### src/rtl/mtl_pkg.sv
// ----------------------------------------------------------------------------
// mtl_pkg
// shared types and constants of the markup token lexer
// ----------------------------------------------------------------------------
`default_nettype none

package mtl_pkg;

	localparam int POS_WIDTH_DEF = 16;
	localparam int POS_OUT_W     = 16;
	localparam int QUEUE_DEPTH   = 4;

	typedef enum logic [2:0] {
		TK_UNKNOWN = 3'd0,
		TK_START   = 3'd1,
		TK_SLASH   = 3'd2,
		TK_CLOSE   = 3'd3,
		TK_NAME    = 3'd4,
		TK_EQUAL   = 3'd5,
		TK_VALUE   = 3'd6
	} token_kind_t;

	// one queue entry: the one or two results caused by a byte
	typedef struct packed {
		logic                 two;
		token_kind_t          kind_a;
		token_kind_t          kind_b;
		logic                 err;
		logic [POS_OUT_W-1:0] line;
		logic [POS_OUT_W-1:0] col;
	} rec_t;

endpackage

`default_nettype wire

### src/rtl/mtl_front.sv
// ----------------------------------------------------------------------------
// mtl_front
// byte classifier, lexer mode machine and line and column counters
// ----------------------------------------------------------------------------
`default_nettype none

module mtl_front #(
	parameter int POS_WIDTH = mtl_pkg::POS_WIDTH_DEF
) (
	input  wire logic         clk,
	input  wire logic         arst_n,
	input  wire logic         in_valid,
	output logic              in_ready,
	input  wire logic [7:0]   char_in,
	input  wire logic         q_full,
	output logic              push,
	output mtl_pkg::rec_t     push_rec
);

	typedef enum logic [1:0] {
		MODE_IDLE  = 2'd0,
		MODE_NAME  = 2'd1,
		MODE_QUOTE = 2'd2
	} mode_t;

	typedef enum logic [3:0] {
		CL_UNKNOWN, CL_OPEN, CL_CLOSE, CL_SLASH, CL_QUOTE,
		CL_EQUAL, CL_NEWLINE, CL_SPACE, CL_DIGIT, CL_LETTER
	} class_t;

	localparam logic [7:0] CH_LT  = 8'h3C;
	localparam logic [7:0] CH_GT  = 8'h3E;
	localparam logic [7:0] CH_EQ  = 8'h3D;
	localparam logic [7:0] CH_SL  = 8'h2F;
	localparam logic [7:0] CH_QT  = 8'h22;
	localparam logic [7:0] CH_NL  = 8'h0A;
	localparam logic [7:0] CH_TAB = 8'h09;
	localparam logic [7:0] CH_CR  = 8'h0D;
	localparam logic [7:0] CH_SP  = 8'h20;
	localparam logic [7:0] CH_US  = 8'h5F;
	localparam logic [7:0] CH_DOT = 8'h2E;
	localparam logic [7:0] CH_D0  = 8'h30;
	localparam logic [7:0] CH_D9  = 8'h39;
	localparam logic [7:0] CH_LA  = 8'h61;
	localparam logic [7:0] CH_LZ  = 8'h7A;
	localparam logic [7:0] CH_UA  = 8'h41;
	localparam logic [7:0] CH_UZ  = 8'h5A;

	localparam logic [POS_WIDTH-1:0] PosMax = '1;
	localparam int ExtW = (POS_WIDTH > mtl_pkg::POS_OUT_W) ? POS_WIDTH : mtl_pkg::POS_OUT_W;

	mode_t                  mode_q, mode_d;
	logic                   halted_q;
	logic [POS_WIDTH-1:0]   line_q, line_d;
	logic [POS_WIDTH-1:0]   col_q, col_d;
	logic [ExtW-1:0]        line_ext, col_ext;
	class_t                 cls;
	logic                   take;
	logic                   emit_f, emit_d, dispatch, err_d;
	mtl_pkg::token_kind_t   kind_f, kind_d;

	always_comb begin
		case (char_in) inside
			CH_LT:                  cls = CL_OPEN;
			CH_GT:                  cls = CL_CLOSE;
			CH_EQ:                  cls = CL_EQUAL;
			CH_SL:                  cls = CL_SLASH;
			CH_QT:                  cls = CL_QUOTE;
			CH_NL:                  cls = CL_NEWLINE;
			CH_SP, CH_TAB, CH_CR:   cls = CL_SPACE;
			[CH_D0:CH_D9]:          cls = CL_DIGIT;
			[CH_LA:CH_LZ], [CH_UA:CH_UZ], CH_US, CH_DOT: cls = CL_LETTER;
			default:                cls = CL_UNKNOWN;
		endcase
	end

	assign in_ready = !q_full;
	assign take     = in_valid && in_ready && !halted_q;

	// mode machine: a flushed run comes first, then the byte, unless it closed a value, is handled from idle
	always_comb begin
		mode_d   = mode_q;
		emit_f   = 1'b0;
		kind_f   = mtl_pkg::TK_UNKNOWN;
		dispatch = 1'b0;
		emit_d   = 1'b0;
		kind_d   = mtl_pkg::TK_UNKNOWN;
		err_d    = 1'b0;
		if (cls != CL_NEWLINE && cls != CL_SPACE) begin
			case (mode_q)
				MODE_NAME: begin
					if (cls != CL_LETTER) begin
						emit_f   = 1'b1;
						kind_f   = mtl_pkg::TK_NAME;
						mode_d   = MODE_IDLE;
						dispatch = 1'b1;
					end
				end
				MODE_QUOTE: begin
					if (cls == CL_QUOTE) begin
						emit_f = 1'b1;
						kind_f = mtl_pkg::TK_VALUE;
						mode_d = MODE_IDLE;
					end else if (cls != CL_LETTER && cls != CL_DIGIT) begin
						emit_f   = 1'b1;
						kind_f   = mtl_pkg::TK_UNKNOWN;
						mode_d   = MODE_IDLE;
						dispatch = 1'b1;
					end
				end
				default: begin
					mode_d   = MODE_IDLE;
					dispatch = 1'b1;
				end
			endcase
			if (dispatch) begin
				case (cls)
					CL_OPEN: begin
						emit_d = 1'b1;
						kind_d = mtl_pkg::TK_START;
					end
					CL_SLASH: begin
						emit_d = 1'b1;
						kind_d = mtl_pkg::TK_SLASH;
					end
					CL_CLOSE: begin
						emit_d = 1'b1;
						kind_d = mtl_pkg::TK_CLOSE;
					end
					CL_EQUAL: begin
						emit_d = 1'b1;
						kind_d = mtl_pkg::TK_EQUAL;
					end
					CL_LETTER: mode_d = MODE_NAME;
					CL_QUOTE:  mode_d = MODE_QUOTE;
					default: begin
						emit_d = 1'b1;
						err_d  = 1'b1;
					end
				endcase
			end
		end
	end

	// saturating counters; a newline restarts the column
	always_comb begin
		line_d = line_q;
		col_d  = (col_q != PosMax) ? col_q + POS_WIDTH'(1) : col_q;
		if (cls == CL_NEWLINE) begin
			col_d = '0;
			if (line_q != PosMax) line_d = line_q + POS_WIDTH'(1);
		end
	end

	assign line_ext = ExtW'(line_d);
	assign col_ext  = ExtW'(col_d);

	assign push            = take && (emit_f || emit_d);
	assign push_rec.two    = emit_f && emit_d;
	assign push_rec.kind_a = emit_f ? kind_f : kind_d;
	assign push_rec.kind_b = kind_d;
	assign push_rec.err    = err_d;
	assign push_rec.line   = line_ext[mtl_pkg::POS_OUT_W-1:0];
	assign push_rec.col    = col_ext[mtl_pkg::POS_OUT_W-1:0];

	always_ff @(posedge clk or negedge arst_n) begin
		if (!arst_n) begin
			mode_q <= MODE_IDLE;
		end else if (take) begin
			mode_q <= mode_d;
		end
	end

	always_ff @(posedge clk or negedge arst_n) begin
		if (!arst_n) begin
			halted_q <= 1'b0;
			line_q   <= '0;
			col_q    <= '0;
		end else if (take) begin
			halted_q <= err_d;
			line_q   <= line_d;
			col_q    <= col_d;
		end
	end

endmodule

`default_nettype wire

### src/rtl/mtl_queue.sv
// ----------------------------------------------------------------------------
// mtl_queue
// short first-in first-out queue between the lexer front and the output side
// ----------------------------------------------------------------------------
`default_nettype none

module mtl_queue (
	input  wire logic          clk,
	input  wire logic          arst_n,
	input  wire logic          push,
	input  wire mtl_pkg::rec_t push_rec,
	output logic               full,
	input  wire logic          pop,
	output mtl_pkg::rec_t      head_rec,
	output logic               empty
);

	localparam int Depth = mtl_pkg::QUEUE_DEPTH;
	localparam int PtrW  = $clog2(Depth);
	localparam int CntW  = $clog2(Depth + 1);

	mtl_pkg::rec_t   entry_q [Depth];
	logic [PtrW-1:0] wr_ptr_q, rd_ptr_q;
	logic [CntW-1:0] count_q;
	logic            do_push, do_pop;

	assign full     = (count_q == CntW'(Depth));
	assign empty    = (count_q == '0);
	assign do_push  = push && !full;
	assign do_pop   = pop && !empty;
	assign head_rec = entry_q[rd_ptr_q];

	always_ff @(posedge clk) begin
		if (do_push) entry_q[wr_ptr_q] <= push_rec;
	end

	always_ff @(posedge clk or negedge arst_n) begin
		if (!arst_n) begin
			wr_ptr_q <= '0;
			rd_ptr_q <= '0;
			count_q  <= '0;
		end else begin
			if (do_push) begin
				wr_ptr_q <= (wr_ptr_q == PtrW'(Depth - 1)) ? '0 : wr_ptr_q + PtrW'(1);
			end
			if (do_pop) begin
				rd_ptr_q <= (rd_ptr_q == PtrW'(Depth - 1)) ? '0 : rd_ptr_q + PtrW'(1);
			end
			case ({do_push, do_pop})
				2'b10:   count_q <= count_q + CntW'(1);
				2'b01:   count_q <= count_q - CntW'(1);
				default: count_q <= count_q;
			endcase
		end
	end

endmodule

`default_nettype wire

### src/rtl/mtl_back.sv
// ----------------------------------------------------------------------------
// mtl_back
// output register: splits a queue entry into one or two result items
// ----------------------------------------------------------------------------
`default_nettype none

module mtl_back (
	input  wire logic          clk,
	input  wire logic          arst_n,
	input  wire logic          q_empty,
	input  wire mtl_pkg::rec_t head_rec,
	output logic               pop,
	output logic               out_valid,
	input  wire logic          out_ready,
	output mtl_pkg::token_kind_t token_kind,
	output logic               error,
	output logic [mtl_pkg::POS_OUT_W-1:0] line_no,
	output logic [mtl_pkg::POS_OUT_W-1:0] column_no,
	output logic               last_of_run
);

	mtl_pkg::rec_t rec_q;
	logic          valid_q;
	logic          phase_q;
	logic          advance;
	logic          second_due;

	assign advance    = !valid_q || out_ready;
	// the second item of a two-item entry still has to go out
	assign second_due = valid_q && rec_q.two && !phase_q;
	assign pop        = advance && !second_due && !q_empty;

	always_ff @(posedge clk or negedge arst_n) begin
		if (!arst_n) begin
			valid_q <= 1'b0;
			phase_q <= 1'b0;
		end else if (advance) begin
			if (second_due) begin
				phase_q <= 1'b1;
			end else begin
				valid_q <= !q_empty;
				phase_q <= 1'b0;
			end
		end
	end

	always_ff @(posedge clk) begin
		if (pop) rec_q <= head_rec;
	end

	assign out_valid   = valid_q;
	assign last_of_run = !rec_q.two || phase_q;
	assign token_kind  = phase_q ? rec_q.kind_b : rec_q.kind_a;
	assign error       = rec_q.err && last_of_run;
	assign line_no     = rec_q.line;
	assign column_no   = rec_q.col;

endmodule

`default_nettype wire

### src/rtl/markup_token_lexer_unit.sv
// ----------------------------------------------------------------------------
// markup_token_lexer_unit
// tag markup tokenizer: one text byte in, zero to two token items out
// ----------------------------------------------------------------------------
// input channel s_*: one byte per item in s_tdata[7:0]; taken at one byte per
//   cycle while the result queue has room
// output channel m_*: token items; m_tuser holds kind and error flag, m_tdata
//   holds line and column of the causing byte, m_tlast marks its final item
// a tokenising byte is written into the queue when it is accepted, and is loaded
//   into the output register, which then presents its first item, once free
// bytes are taken at one byte per cycle while the queue has room; a byte with
//   two items (a flushed name or cut-off value then a symbol or error item)
//   uses the single output register, one item a cycle while m_tready is high
// the queue holds four entries behind the output register, so a stalled
//   receiver backs up into s_tready after five tokenising bytes; whitespace and
//   newlines pass without entries only while the queue has room
// an illegal byte gives one error item, then every later byte is taken and
//   dropped until reset
// reset: mode idle, counters zero, queue and output register empty
// ----------------------------------------------------------------------------
`default_nettype none

module markup_token_lexer_unit #(
	parameter int POS_WIDTH = mtl_pkg::POS_WIDTH_DEF
) (
	input  wire logic        clk,
	input  wire logic        arst_n,
	input  wire logic        s_tvalid,
	output logic             s_tready,
	input  wire logic [7:0]  s_tdata,   // [7:0] char_in
	output logic             m_tvalid,
	input  wire logic        m_tready,
	output logic [31:0]      m_tdata,   // [15:0] line_no, [31:16] column_no
	output logic [3:0]       m_tuser,   // [2:0] token_kind, [3] error
	output logic             m_tlast    // last_of_run
);

	logic                 q_full, q_empty, push, pop;
	mtl_pkg::rec_t        push_rec, head_rec;
	mtl_pkg::token_kind_t token_kind;
	logic                 error;
	logic [mtl_pkg::POS_OUT_W-1:0] line_no, column_no;

	mtl_front #(
		.POS_WIDTH (POS_WIDTH)
	) u_front (
		.clk      (clk),
		.arst_n   (arst_n),
		.in_valid (s_tvalid),
		.in_ready (s_tready),
		.char_in  (s_tdata),
		.q_full   (q_full),
		.push     (push),
		.push_rec (push_rec)
	);

	mtl_queue u_queue (
		.clk      (clk),
		.arst_n   (arst_n),
		.push     (push),
		.push_rec (push_rec),
		.full     (q_full),
		.pop      (pop),
		.head_rec (head_rec),
		.empty    (q_empty)
	);

	mtl_back u_back (
		.clk         (clk),
		.arst_n      (arst_n),
		.q_empty     (q_empty),
		.head_rec    (head_rec),
		.pop         (pop),
		.out_valid   (m_tvalid),
		.out_ready   (m_tready),
		.token_kind  (token_kind),
		.error       (error),
		.line_no     (line_no),
		.column_no   (column_no),
		.last_of_run (m_tlast)
	);

	assign m_tdata = {column_no, line_no};
	assign m_tuser = {error, token_kind};

endmodule

`default_nettype wire

### config.mk
export PLATFORM = sky130hd
export DESIGN_NAME = markup_token_lexer_unit
export DESIGN_NICKNAME = d
export VERILOG_FILES = /design/src/rtl/mtl_pkg.sv /design/src/rtl/mtl_front.sv /design/src/rtl/mtl_queue.sv /design/src/rtl/mtl_back.sv /design/src/rtl/markup_token_lexer_unit.sv
export SDC_FILE = /design/constraint.sdc
export NUM_CORES = 1
export LEC_CHECK = 0
export ABC_AREA = 1
export BUFFER_PORTS_ARGS = -buffer_cell sky130_fd_sc_hd__buf_4
export CAP_MARGIN = 20
export CELL_PAD_IN_SITES_DETAIL_PLACEMENT = 0
export CELL_PAD_IN_SITES_GLOBAL_PLACEMENT = 1
export CORE_UTILIZATION = 53
export CTS_CLUSTER_SIZE = 8
export DETAILED_ROUTE_END_ITERATION = 10
export MAX_ROUTING_LAYER = met4
export PLACE_DENSITY = 0.8
export SYNTH_ARGS = -nofsm -noshare
export SYNTH_HDL_FRONTEND = slang
export SYNTH_SLANG_ARGS = --single-unit
### constraint.sdc
create_clock -name clk -period 7.6 [get_ports clk]
set_input_delay 0.76 -clock clk [delete_from_list [all_inputs] [get_ports clk]]
set_output_delay 0.76 -clock clk [all_outputs]
set_load 0.05 [all_outputs]
==> metrics.md <==
| Metric | Value |
|---|---|
| Synthesized Nets | `965` |
| Number of global-route vias before repair | `6412` |
| Fill count | `1571` |
| Maximum clock insertion buffer count | `3` |
| Clk Tree Root Cell | `clkbuf_16` |
| Max frequency | `323 MHz` |
| Critical path's largest stage delay | `0.63 ns` |
| Top Family by Delay on Critical Path | `buffers and inverters` |
| Die area | `20500 µm²` |
| I/O Buffers | `50` |
| Cell breakdown of the critical path | `inv_1 > nand3_1 > nand3_1 > buf_4 > inv_2 > nand2_4 > nor2_4 > buf_4` |
| Clock power frac | `34.8%` |
| Crit share post-route | `40.8%` |
| Final Wtd Congestion | `0.828` |
| Sequential element share of the synthesized area | `67.3%` |
| Synth Cell Area | `10600 µm²` |
| Reg2reg end | `u_queue.entry_q[0][29]` |
| Critical path fanouts, max | `46` |
| Final WL | `21300 µm` |
| Die X | `143 µm` |
| Start of the worst register-to-register path | `u_queue.count_q[0]` |
| CTS sink cnt | `244` |
| Comb power frac | `24.6%` |
| Worst Max-Slew Pin Slew | `0.829 ns` |
| Pint | `2850 µW` |
| RSZ-0062 raised after global routing | `false` |
| H-Tree Depth | `2` |
| 1st-iter DRT viols | `489` |
| Switch Pwr | `1390 µW` |
| Via-to-Cell Ratio | `5.30` |
| FF+latch count, synth | `244` |
| Kind of critical path | `reg -> reg` |
| Worst slew margin | `44.7%` |
| Total GRT Usage | `22.6%` |
| Post-CTS setup buffers | `0` |
| # IOs | `51` |
| Syn Area/Cell | `11.2 µm²` |
| CTS tree | `done` |
| Worst hold slack | `0.294 ns` |
| Nets | `995` |
| Row count | `51` |
| Setup WS pre-CTS | `3.99 ns` |
| Grt total ovfl | `0` |
| Critical Path RT | `7.76 ns` |
| Worst Skew | `0.00935 ns` |
| Final setup margin | `4.50 ns` |
| Pleak | `0.00470 µW` |
| DP Area | `11000 µm²` |
| Fin. Hold Viols | `0` |
| Ant diodes | `0` |
| Total iterations of the first detailed-routing run | `4` |
| Cells after DPL | `1199` |
| CTS resizes | `0` |
| HP Class | `in -> async` |
| WL/cell | `16.9 µm` |
| Largest net degree at the start of global routing | `82` |
| Fraction of the mapped netlist area in simple logic gates | `13.7%` |
| Initial core utilization | `54.1%` |
| Num CTS Buffers | `36` |
| GR peak layer | `met2` |
| Sw Share | `32.8%` |
| Largest family of logic cells by synthesized area | `simple AND/OR/NAND/NOR gates` |
| Status | `completed` |
| Setup-failing EPs final | `0` |
| Layout Cells excl Fill | `1264` |
| CTS hold repair buffers | `0` |
| Routed via count | `6702` |
| Clk_lat worst skew | `0.50 ns` |
| Clock-pin slew on the worst setup and hold paths | `0.05 ns` |
| Met2 global-route usage | `35.4%` |
| CP Buf/Inv Count | `4` |
| Post-synthesis adder-cell area fraction | `1.37%` |
| Syn Inst Count | `942` |
| Routed Antenna Nets | `0` |
| Post-detail-place hpwl | `13100 µm` |
| Setup crit start kind | `register` |
| Post-synthesis mux area share | `0%` |
| Synth Area in XOR/XNOR | `1.24%` |
| Seq pwr share | `40.7%` |
| Core area | `19500 µm²` |
| Ratio of cells with drive above 1 in the final layout | `14.0%` |
| Die Ht | `143 µm` |
| Pwr/cell area | `352 nW/µm²` |
| DR DRC count | `0` |
| Library cells used by synthesis | `40` |
| Finished Cell Area | `12100 µm²` |
| Slowest cell on crit path | `nor2_4` |
| Crit path DAT | `3.26 ns` |
| Met1 Use GR | `30.9%` |
| Setup TNS | `0 ns` |
| Syn. warnings | `0` |
| Reg2reg path depth | `8` |
| R2R Setup Slk | `4.50 ns` |
| First-pass GRT wire length | `33800 µm` |
| Max Slew Vio Count | `0` |
| VDD IR-drop max | `0.000172 V` |
| CP endpoint kind | `register` |
| Initial antenna violation count | `0` |
| # Max-Cap Violations | `0` |
| Post-synthesis compound-gate area fraction | `9.75%` |
| Met3 Use GR | `3.66%` |
| Area Growth Syn to Fin | `14.1%` |
| Tmin final | `3.10 ns` |
Yosys cell counts:
cell | number | area (µm²)
buf_1 | 3 | 11.3
buf_6 | 1 | 11.3
ha_1 | 10 | 125
nand3_2 | 1 | 10.0
xor2_1 | 12 | 105
nand2_1 | 128 | 480
o211ai_1 | 2 | 15.0
nor3_2 | 3 | 30.0
o22ai_1 | 40 | 250
a21oi_1 | 13 | 65.1
nand3_1 | 32 | 160
buf_4 | 33 | 248
nand4_1 | 7 | 43.8
nor3_1 | 8 | 40.0
xnor2_1 | 3 | 26.3
inv_1 | 78 | 293
o21ai_0 | 119 | 596
buf_2 | 2 | 10.0
a31oi_1 | 7 | 43.8
a22oi_1 | 1 | 7.51
or2_0 | 1 | 6.26
dfrtp_1 | 44 | 1100
nor4_1 | 2 | 12.5
nor4_2 | 1 | 12.5
nand4_2 | 1 | 12.5
nor2_4 | 3 | 33.8
fa_1 | 1 | 20.0
o31ai_1 | 2 | 15.0
nor2_1 | 120 | 450
clkinv_2 | 1 | 5.00
edfxtp_1 | 200 | 6010
nand2_2 | 6 | 37.5
clkbuf_1 | 28 | 105
a21boi_0 | 1 | 7.51
o21ai_1 | 6 | 30.0
or2_2 | 2 | 12.5
clkinv_1 | 1 | 3.75
nor2_2 | 9 | 56.3
inv_2 | 6 | 22.5
nand2_4 | 4 | 45.0
worst max path at each step:
stage	depth (start not counted)	endpoint	slack (ns)	start
4_1_cts	8	u_queue.entry_q[0][29]	4.48	u_queue.count_q[0]
6_report	8	u_queue.entry_q[0][29]	4.50	u_queue.count_q[0]
2_1_floorplan	10	u_queue.count_q[2]	3.20	u_back.phase_q
3_5_place_dp	12	u_queue.entry_q[0][18]	3.99	s_tdata[5]
5_1_grt	8	u_queue.entry_q[0][29]	4.30	u_queue.count_q[0]
3_3_place_gp	17	u_queue.entry_q[0][14]	4.11	s_tdata[7]
registers in the layout, indices dropped and copies added, names as in the netlist, 2 cells and up:
register          count
u_front.col_q        16
u_back.rec_q          8
u_back.column_no     16
u_front.mode_q        2
u_back.line_no       16
u_queue.wr_ptr_q      2
u_queue.rd_ptr_q      2
u_front.line_q       16
u_queue.entry_q     160
u_queue.count_q       3
cell usage in the layout, fill, tap and decap left out, drive strengths merged:
| cell | count |
|---|---|
| a31oi | 7 |
| a21oi | 13 |
| a21boi | 1 |
| clkbuf | 62 |
| edfxtp | 200 |
| nor4 | 3 |
| fa | 1 |
| nand3 | 33 |
| o31ai | 2 |
| xor2 | 12 |
| o211ai | 2 |
| xnor2 | 3 |
| bufinv | 1 |
| nor2 | 132 |
| o22ai | 40 |
| dfrtp | 44 |
| nand4 | 8 |
| buf | 59 |
| o21ai | 125 |
| a22oi | 1 |
| ha | 10 |
| nand2 | 138 |
| inv | 87 |
| clkinv | 1 |
| nor3 | 11 |
| or2 | 3 |
kinds of logic (layout without fill, tap and decap cells):
family                   Yosys count  count (layout)
adder cells (fa/ha/maj)           11              11
XOR/XNOR                          15              15
flip-flops                       244             244
AND/OR/NAND/NOR                  328             328
buffers and inverters            153             210
AO/OA/AOI/OAI                    191             191
layer usage:
metal	routed length, µm	part of all wire [%]	vias to the layer above
met2	10100	47	160
met3	1080	5.1	26
met1	9850	46	3211
li1	-	-	3305
met4	316	1.5	0
met5	0	0	-
metrics by stage:
stage | utilization [%] | total power, µW
floorplan | - | 2570
global placement | 56.3 | 2790
detailed placement | 56.3 | 2800
CTS | 61.7 | 4280
global route | 61.7 | 4440
finish | 61.7 | 4240
power by group through the flow:
stage / clock network, µW / registers, µW / logic, µW
2_1_floorplan: 0 / 1680 / 887
3_3_place_gp: 0 / 1750 / 1040
3_5_place_dp: 0 / 1750 / 1050
4_1_cts: 1500 / 1730 / 1060
5_1_grt: 1560 / 1740 / 1140
6_report: 1480 / 1720 / 1040
cell type report:
class	count	area, µm²	share of cell area [%]
sequential	244	7110	59.0
multi-input combinational	545	2780	23.1
clock buffer	62	1020	8.46
timing repair buffer	59	443	3.67
tap	265	332	2.75
inverter	86	324	2.69
clock inverter	3	47.5	0.394
(Power assumes the default switching activity.)
